--- src/sv/pmdpl_pkg.sv ---
package pmdpl_pkg;

  typedef enum logic [1:0] {
    OP_POLL   = 2'd0,
    OP_QUERY  = 2'd1,
    OP_SET_LATCH = 2'd2,
    OP_UNUSED = 2'd3
  } opcode_t;

  localparam int unsigned CFG_INDEX_W = 3;
  localparam int unsigned CFG_DATA_W  = 16;

  localparam logic [CFG_INDEX_W-1:0] REG_MOVE_THRESHOLD = 3'd0;
  localparam logic [CFG_INDEX_W-1:0] REG_MOVE_TIMEOUT   = 3'd1;
  localparam logic [CFG_INDEX_W-1:0] REG_PICKUP_MIN     = 3'd2;
  localparam logic [CFG_INDEX_W-1:0] REG_PICKUP_MAX     = 3'd3;
  localparam logic [CFG_INDEX_W-1:0] REG_OUTPUT_LOCKED  = 3'd4;

  localparam logic [7:0]  MOVE_THRESHOLD_RST = 8'd2;
  localparam logic [15:0] MOVE_TIMEOUT_RST   = 16'd100;

  typedef struct packed {
    logic [1:0] opcode;
    logic [7:0] sample;
    logic [7:0] ticks_elapsed;
    logic       latch_enable;
  } in_item_t;

  typedef struct packed {
    logic       moving_started;
    logic       moving_stopped;
    logic       latch_event;
    logic       latched_now;
    logic       value_event;
    logic [7:0] output_value;
    logic       value_changed;
  } out_item_t;

endpackage

--- src/sv/pot_move_detect_pickup_latch.sv ---
// Knob sample qualifier with movement detection and pickup latching. Each
// input item (poll, query, set-latching or unused) yields exactly one result item.
// An item is processed in the cycle it is accepted and its result appears in
// the output register on the next cycle; a new item is taken every cycle as
// long as the output register is empty or being drained, so the sustained
// rate is one item per clock. Configuration registers are written through
// cfg_we/cfg_index/cfg_data; the user must do so only while no item is in
// flight, unenforced by the block; indexes past the last register are ignored.
module pot_move_detect_pickup_latch (
  input  logic                                 clk,
  input  logic                                 rst,
  input  logic                                 in_valid,
  output logic                                 in_ready,
  input  pmdpl_pkg::in_item_t                  in_item,
  output logic                                 out_valid,
  input  logic                                 out_ready,
  output pmdpl_pkg::out_item_t                 out_item,
  input  logic                                 cfg_we,
  input  logic [pmdpl_pkg::CFG_INDEX_W-1:0]    cfg_index,
  input  logic [pmdpl_pkg::CFG_DATA_W-1:0]     cfg_data
);
  import pmdpl_pkg::*;

  // configuration
  logic [7:0]  move_threshold;
  logic [15:0] move_timeout;
  logic [7:0]  pickup_min;
  logic [7:0]  pickup_max;
  logic        output_locked;

  // block state
  logic [7:0]  last_accepted, last_accepted_next;
  logic [7:0]  out_value, out_value_next;
  logic        moving, moving_next;
  logic [15:0] move_ticks, move_ticks_next;
  logic        latching_mode, latching_mode_next;
  logic        latched, latched_next;

  out_item_t   result_next;
  logic        in_fire;

  logic [7:0]  jump;
  logic [16:0] tick_sum;
  logic [15:0] tick_sat;
  logic        start, stop, take_sample, crossing, in_window;
  logic        track;

  assign in_ready = !out_valid || out_ready;
  assign in_fire  = in_valid && in_ready;

  always_ff @(posedge clk) begin
    if (rst) begin
      move_threshold <= MOVE_THRESHOLD_RST;
      move_timeout   <= MOVE_TIMEOUT_RST;
      pickup_min     <= '0;
      pickup_max     <= '0;
      output_locked  <= 1'b0;
    end else if (cfg_we) begin
      unique case (cfg_index)
        REG_MOVE_THRESHOLD: move_threshold <= cfg_data[7:0];
        REG_MOVE_TIMEOUT:   move_timeout   <= cfg_data;
        REG_PICKUP_MIN:     pickup_min     <= cfg_data[7:0];
        REG_PICKUP_MAX:     pickup_max     <= cfg_data[7:0];
        REG_OUTPUT_LOCKED:  output_locked  <= cfg_data[0];
        default: ;
      endcase
    end
  end

  always_comb begin
    jump = (in_item.sample >= last_accepted) ? in_item.sample - last_accepted
                                             : last_accepted - in_item.sample;
    tick_sum = {1'b0, move_ticks} + {9'd0, in_item.ticks_elapsed};
    tick_sat = tick_sum[16] ? 16'hFFFF : tick_sum[15:0];
    in_window = (out_value >= pickup_min) && (out_value <= pickup_max);
    crossing = ((in_item.sample >= pickup_min) && (last_accepted <= pickup_min)) ||
               ((in_item.sample <= pickup_max) && (last_accepted >= pickup_max));

    track = (in_item.opcode == OP_POLL) || (in_item.opcode == OP_QUERY);

    last_accepted_next = last_accepted;
    out_value_next     = out_value;
    moving_next        = moving;
    move_ticks_next    = move_ticks;
    latching_mode_next = latching_mode;
    latched_next       = latched;
    start              = 1'b0;
    stop               = 1'b0;

    // movement tracking shared by poll and query
    if (track) begin
      if ((jump > move_threshold) && !moving) begin
        start           = 1'b1;
        moving_next     = 1'b1;
        move_ticks_next = '0;
      end else if (moving) begin
        move_ticks_next = tick_sat;
        if (tick_sat >= move_timeout) begin
          stop        = 1'b1;
          moving_next = 1'b0;
        end
      end
    end
    take_sample = track && moving_next && (in_item.sample != last_accepted);

    result_next = '0;
    unique case (opcode_t'(in_item.opcode))
      OP_POLL: begin
        result_next.moving_started = start;
        result_next.moving_stopped = stop;
        if (take_sample) begin
          if (!output_locked && latching_mode && !latched && crossing) begin
            latched_next            = 1'b1;
            result_next.latch_event = 1'b1;
          end
          last_accepted_next = in_item.sample;
          if (!output_locked) begin
            out_value_next          = in_item.sample;
            result_next.value_event = 1'b1;
          end
        end
      end
      OP_QUERY: begin
        if (take_sample) begin
          last_accepted_next        = in_item.sample;
          result_next.value_changed = 1'b1;
        end
      end
      OP_SET_LATCH: begin
        latching_mode_next      = in_item.latch_enable;
        latched_next            = in_item.latch_enable ? in_window : 1'b1;
        result_next.latch_event = (latched_next != latched);
      end
      default: ;
    endcase
    result_next.latched_now  = latched_next;
    result_next.output_value = out_value_next;
  end

  always_ff @(posedge clk) begin
    if (rst) begin
      last_accepted <= '0;
      out_value     <= '0;
      moving        <= 1'b0;
      move_ticks    <= '0;
      latching_mode <= 1'b0;
      latched       <= 1'b0;
      out_valid     <= 1'b0;
    end else begin
      if (in_fire) begin
        last_accepted <= last_accepted_next;
        out_value     <= out_value_next;
        moving        <= moving_next;
        move_ticks    <= move_ticks_next;
        latching_mode <= latching_mode_next;
        latched       <= latched_next;
      end
      // hold the result until taken
      if (in_fire) begin
        out_valid <= 1'b1;
      end else if (out_ready) begin
        out_valid <= 1'b0;
      end
    end
  end

  always_ff @(posedge clk) begin
    if (in_fire) begin
      out_item <= result_next;
    end
  end

endmodule

--- config.mk ---
export PLATFORM = sky130hd
export DESIGN_NAME = pot_move_detect_pickup_latch
export DESIGN_NICKNAME = d
export VERILOG_FILES = /design/src/sv/pmdpl_pkg.sv /design/src/sv/pot_move_detect_pickup_latch.sv
export SDC_FILE = /design/constraint.sdc
export NUM_CORES = 1
export LEC_CHECK = 0
export ABC_AREA = 1
export BUFFER_PORTS_ARGS = -buffer_cell sky130_fd_sc_hd__buf_4
export CAP_MARGIN = 25
export CELL_PAD_IN_SITES_DETAIL_PLACEMENT = 2
export CELL_PAD_IN_SITES_GLOBAL_PLACEMENT = 2
export CORE_MARGIN = 1.5
export CORE_UTILIZATION = 30
export CTS_CLUSTER_DIAMETER = 100
export DETAILED_ROUTE_END_ITERATION = 10
export PLACE_DENSITY = 0.7
export SYNTH_ARGS = -nofsm -noshare
export SYNTH_HDL_FRONTEND = slang
export SYNTH_SLANG_ARGS = --single-unit
--- constraint.sdc ---
create_clock -name clk -period 7.87 [get_ports clk]
set_clock_uncertainty 0.05 [all_clocks]
set_input_delay 2.361 -clock clk [delete_from_list [all_inputs] [get_ports clk]]
set_output_delay 2.361 -clock clk [all_outputs]
set_load 0.01 [all_outputs]
==> results of run 1 <==
[per-stage QoR]
step / instance area [sq um] / hold slack, ns
floorplan: 6370 / 0.385
global placement: 7100 / 0.406
detailed placement: 7100 / 0.408
CTS: 7440 / 0.418
global route: 7440 / 0.452
finish: 7440 / 0.414
[power by group through the flow]
stage	Sequential [uW]	Combinational, uW	Clock, uW
detailed placement	529	390	0
CTS	519	393	528
global route	521	449	544
floorplan	525	252	0
finish	518	383	510
global placement	529	378	0
[state kept, by name, indices dropped and copies added (netlist names), 8 cells and up]
name	flops
out_value	8
move_ticks	16
out_item	14
move_threshold	8
pickup_min	8
move_timeout	16
pickup_max	8
last_accepted	8
[worst min-delay path, stage by stage (launching register included)]
cell	delay [ns]
dfxtp_1	0.30
inv_1	0.06
a21oi_1	0.06
[routing by layer]
metal / wire length, microns / up-vias / GRT usage (%) / part of all wire [%]
met5: 0 / - / 0 / 0
met4: 195 / 0 / 3.51 / 0.95
met3: 613 / 14 / 3.82 / 3.0
met2: 9570 / 52 / 32.7 / 47
met1: 10100 / 2905 / 26.6 / 49
li1: - / 2995 / - / -
[logic make-up (layout without fill, tap and decap cells)]
kind of cell,count (synthesis),in the layout,share of synthesized area (%)
multiplexers,1,1,0.157
flip-flops,91,91,30.8
AND/OR/NAND/NOR,314,314,21.8
XOR/XNOR,12,12,1.65
AO/OA/AOI/OAI,201,201,16.8
buffers and inverters,154,211,9.23
adder cells (fa/ha/maj),98,98,19.6
[cell usage in the layout, fill, tap and decap left out, types with 9 or more instances in the layout]
master	netlist	routed
nand2_1	170	170
inv_1	130	130
a21oi_1	110	110
ha_1	95	95
dfxtp_1	77	77
o21ai_0	65	65
nor2_1	64	64
buf_4	1	61
nand3_1	34	34
nand4_1	22	22
edfxtp_1	14	14
clkbuf_16	0	9
[area by class of cell]
class | count | area, sq um
Fill cell | 2518 | 13500
Timing Repair Buffer | 61 | 458
Multi-Input combinational cell | 626 | 3830
Sequential cell | 91 | 1960
Clock buffer | 10 | 229
Clock inverter | 6 | 111
Inverter | 134 | 505
Tap cell | 275 | 344
[worst paths after layout]
kind                                                       to  slack [ns]  cells past startpoint
worst min register to register  move_timeout[10]$_SDFFE_PP0P_        0.41                      2
worst min-delay path            move_timeout[10]$_SDFFE_PP0P_        0.41                      2
worst max register to register  last_accepted[6]$_SDFFE_PP0P_        2.89                     23
worst max-delay path            last_accepted[6]$_SDFFE_PP0P_        1.10                     26
==> impl_metrics.csv, run 1 <==
group,metric,value,unit
status,status,"finished clean",
floorplanning,dieHeight,149,microns
pwr,switching_share,32.2,%
grt,overflow,0,
worst_setup_path,max_stage_delay,0.71,ns
synthesis,ys_seq_area_share,30.8,%
finish,fin_nets,1064,
floorplanning,io_pins,59,
grt,grt_max_degree,50,
clocking,clk_latency,0.36,ns
placed_design,place_ws,0.658,ns
placed_design,dp.cells,1187,
pwr,cellPowerDensity,190,mW/mm^2
placed_design,gp_congestion,0.789,
synthesis,syn-instance-count,871,
clocking,clock-sinks,91,
clocking,cts_buffer_depth,2,
clocking,postCtsHoldBufs,0,
synthesis,yosys_warnings,0,
worst_setup_path,worstSetupPathType,"in2reg",
sta,finalHoldViolCount,0,
floorplanning,rows,53,
sta,fmax,148,MHz
sta,setup_tns,0,ns
floorplanning,core,0.0210,sq mm
route,drcViolationCount,0,
grt,grt_pass1_wl,33.7,mm
clocking,clk_pin_slew,0.06,ns
worst_setup_path,end_kind,"flop",
synthesis,ys_types,41,
synthesis,synth_nets,1012,
synthesis,post_synth.cell_area_avg,7.32,sq um
worst_setup_path,cpMostUsedCell,"nand2_1",
synthesis,synth_edf_count,14,
synthesis,syn_area,0.00637,sq mm
route,drt_first_iter_violations,135,
finish,final_core_utilization,35.5,%
worst_setup_path,r2r_start,"last_accepted[1]$_SDFFE_PP0P_",
worst_setup_path,startpoint,"in_item[9]",
clocking,ctsResizeCount,0,
route,ant_nets,0,
placed_design,hpwl,16.5,mm
hold_path,worstHoldStart,"move_timeout[10]$_SDFFE_PP0P_",
sta,grt_setup_unrepaired,"no",
worst_setup_path,critPathLaunchType,"primary input",
finish,num_antenna_cells,0,
finish,drive_above_1_share,11.1,%
clocking,post_cts_buffers,0,
clocking,cts_max_level,3,
finish,syn2layout_area_growth,16.7,%
synthesis,synth_most_common_cell,"nand2_1",
pwr,p_seq_share,36.7,%
worst_setup_path,crit_buf_inv,6,
route,wl_per_cell,17.0,microns
sta,tightest_slew,0.924,ns
sta,maxSlewViolCount,0,
synthesis,synth_commonest_cells,"nand2_1, inv_1, a21oi_1, ha_1, dfxtp_1",
route,drtPass1Iterations,4,
synthesis,ys_top_cells_by_area,"dfxtp_1, ha_1, nand2_1",
grt,grt_pass1_vias,6391,
hold_path,min-delay-path-class,"reg2reg",
synthesis,netlist.area_leader.share,24.2,%
synthesis,synth-main-ff-cell,"dfxtp_1",
pwr,ir_drop,0.112,mV
job,cap_violations,0,
pwr,p_sw,455,uW
pwr,p_total,1410,uW
sta,layout_setup_ws,1.10,ns
floorplanning,die-area,0.0221,sq mm
worst_setup_path,crit_fanout,16,
synthesis,ys_async_sr_fraction,0,%
worst_setup_path,cp_top_family,"simple AND/OR/NAND/NOR gates",
worst_setup_path,worstPathArrival,6.94,ns
worst_setup_path,crit_path_top_delay_cell,"a21oi_1",
finish,stdcell_count,1203,
clocking,cts_tree,"yes",
worst_setup_path,required,8.04,ns
grt,antenna_found_initial,0,
route,num_vias,5966,
floorplanning,die_w,149,microns
sta,finalSetupViolCount,0,
sta,post-route-period-util,86.0,%
route,routed_wl,20.5,mm
pwr,clkPwrFrac,36.1,%
sta,relSlewSlack,38.3,%
grt,grt_usage,19.6,%
clocking,cts_made_buffers,9,
synthesis,synth_top_area_cell,"dfxtp_1",
pwr,internal-power,957,uW
pwr,power_frac_comb,27.2,%
clocking,cts_root_buffer,"clkbuf_16",
route,via_per_inst,4.96,
floorplanning,start_util,30.4,%
pwr,leakagePower,0.00351,uW
placed_design,port_buffers,58,
sta,period_needed,6.77,ns
synthesis,synth-seq-cells,91,
Note: power is estimated with default switching activity, not from simulation.
==> run 2, diff against run 1 <==
--- a/config.mk
+++ b/config.mk
@@ -6,7 +6,7 @@
 export NUM_CORES = 1
 export LEC_CHECK = 0
 export ABC_AREA = 1
-export BUFFER_PORTS_ARGS = -buffer_cell sky130_fd_sc_hd__buf_4
+export BUFFER_PORTS_ARGS = -buffer_cell sky130_fd_sc_hd__buf_2
 export CAP_MARGIN = 25
 export CELL_PAD_IN_SITES_DETAIL_PLACEMENT = 2
 export CELL_PAD_IN_SITES_GLOBAL_PLACEMENT = 2
==> impl_metrics.csv, run 2 (synthesis gave the netlist of run 1 again) <==
group,metric,value,unit
floorplanning,die_w,149,microns
sta,finalSetupViolCount,0,
route,drcViolationCount,0,
worst_setup_path,crit_path_top_delay_cell,"a21oi_1",
grt,overflow,0,
placed_design,gp_congestion,0.823,
worst_setup_path,max_stage_delay,0.69,ns
sta,maxSlewViolCount,0,
route,drtPass1Iterations,4,
clocking,clk_latency,0.35,ns
grt,antenna_found_initial,0,
grt,grt_pass1_vias,6256,
sta,grt_setup_unrepaired,"no",
finish,final_cell_mix,"nand2_1, inv_1, a21oi_1",
finish,syn2layout_area_growth,13.8,%
placed_design,port_buffers,58,
worst_setup_path,worstSetupPathType,"in2reg",
placed_design,dp.cells,1187,
sta,layout_setup_ws,1.20,ns
sta,setup_tns,0,ns
hold_path,min-delay-path-class,"reg2reg",
route,num_vias,5899,
floorplanning,rows,53,
finish,final_core_utilization,34.6,%
floorplanning,io_pins,59,
route,routed_wl,20.5,mm
route,drt_first_iter_violations,123,
worst_setup_path,cpMostUsedCell,"nand2_1",
clocking,cts_root_buffer,"clkbuf_16",
route,ant_nets,0,
sta,tightest_slew,0.929,ns
placed_design,place_ws,0.798,ns
grt,grt_pass1_wl,33.0,mm
finish,final_common_cell,"nand2_1",
floorplanning,core,0.0210,sq mm
finish,num_antenna_cells,0,
floorplanning,start_util,30.4,%
worst_setup_path,critPathLaunchType,"primary input",
worst_setup_path,required,8.03,ns
route,wl_per_cell,17.0,microns
sta,period_needed,6.67,ns
clocking,post_cts_buffers,0,
pwr,leakagePower,0.00344,uW
clocking,cts_buffer_depth,2,
clocking,cts_made_buffers,9,
sta,post-route-period-util,84.8,%
grt,grt_usage,19.3,%
sta,relSlewSlack,37.9,%
finish,stdcell_count,1203,
sta,finalHoldViolCount,0,
status,status,"finished clean",
finish,fin_nets,1064,
worst_setup_path,worstPathArrival,6.84,ns
clocking,clk_pin_slew,0.07,ns
pwr,ir_drop,0.124,mV
clocking,clock-sinks,91,
worst_setup_path,end_kind,"flop",
job,cap_violations,0,
grt,grt_max_degree,50,
clocking,cts_tree,"yes",
finish,largestRegisters,"move_ticks x16, move_timeout x16, out_item x14",
floorplanning,dieHeight,149,microns
sta,hold_ws,0.420,ns
worst_setup_path,crit_fanout,16,
clocking,ctsResizeCount,0,
clocking,postCtsHoldBufs,0,
pwr,cellPowerDensity,185,mW/mm^2
placed_design,hpwl,16.6,mm
sta,fmax,150,MHz
clocking,cts_max_level,3,
route,via_per_inst,4.90,
finish,drive_above_1_share,11.1,%
finish,n_fill_cell,2508,
floorplanning,die-area,0.0221,sq mm
run 2: cell count changes in the layout (fill, tap and decap cells not counted):
cell | previous run | this run
buf_4 | 61 | 3
clkinvlp_4 | 1 | 0
clkbuf_1 | 1 | 0
clkinv_1 | 1 | 2
clkinv_4 | 0 | 1
bufinv_16 | 3 | 1
buf_2 | 0 | 58
inv_6 | 1 | 3
run 2: report_power, final:
| part | switching (uW) | internal [uW] | leakage (uW) |
|---|---|---|---|
| registers | 18.2 | 500 | 0.000768 |
| logic | 237 | 134 | 0.00253 |
| clock network | 203 | 249 | 0.000148 |
run 2: metal layers:
| metal | vias up | track usage [%] | routed length, microns |
|---|---|---|---|
| met5 | - | 0 | 0 |
| met4 | 0 | 3.56 | 171 |
| met3 | 14 | 2.42 | 338 |
| met2 | 47 | 33.1 | 9690 |
| met1 | 2847 | 26.1 | 10300 |
| li1 | 2991 | - | - |
run 2: through the flow:
stage / power [uW] / instance area [sq um]
5_1_grt: 1430 / 7250
3_3_place_gp: 897 / 6950
4_1_cts: 1370 / 7250
2_1_floorplan: 778 / 6370
3_5_place_dp: 906 / 6950
6_report: 1340 / 7250
run 2: worst paths after layout:
path,start,endpoint,slack (ns),depth (start not counted)
setup / recovery,in_item[9],last_accepted[3]$_SDFFE_PP0P_,1.20,26
hold / removal,move_timeout[12]$_SDFFE_PP0P_,move_timeout[12]$_SDFFE_PP0P_,0.42,2
setup reg to reg,last_accepted[1]$_SDFFE_PP0P_,last_accepted[3]$_SDFFE_PP0P_,2.98,23
hold reg to reg,move_timeout[12]$_SDFFE_PP0P_,move_timeout[12]$_SDFFE_PP0P_,0.42,2
run 2: critical path, delay by kind of cell:
kind | cells | cell delay, ns
buf+inv | 6 | 0.55
xor+xnor | 1 | 0.16
fa+ha+maj | 3 | 0.81
simple gates | 10 | 1.49
compound gates | 6 | 1.46
run 2: layout make-up:
| class | count | area (sq um) | area share [%] |
|---|---|---|---|
| clock buffers | 9 | 225 | 3.11 |
| clock inverters | 7 | 73.8 | 1.02 |
| inverters | 134 | 505 | 6.97 |
| multi-input cells | 626 | 3830 | 52.8 |
| flip-flops and latches | 91 | 1960 | 27.1 |
| well taps | 275 | 344 | 4.75 |
| repair buffers | 61 | 313 | 4.31 |
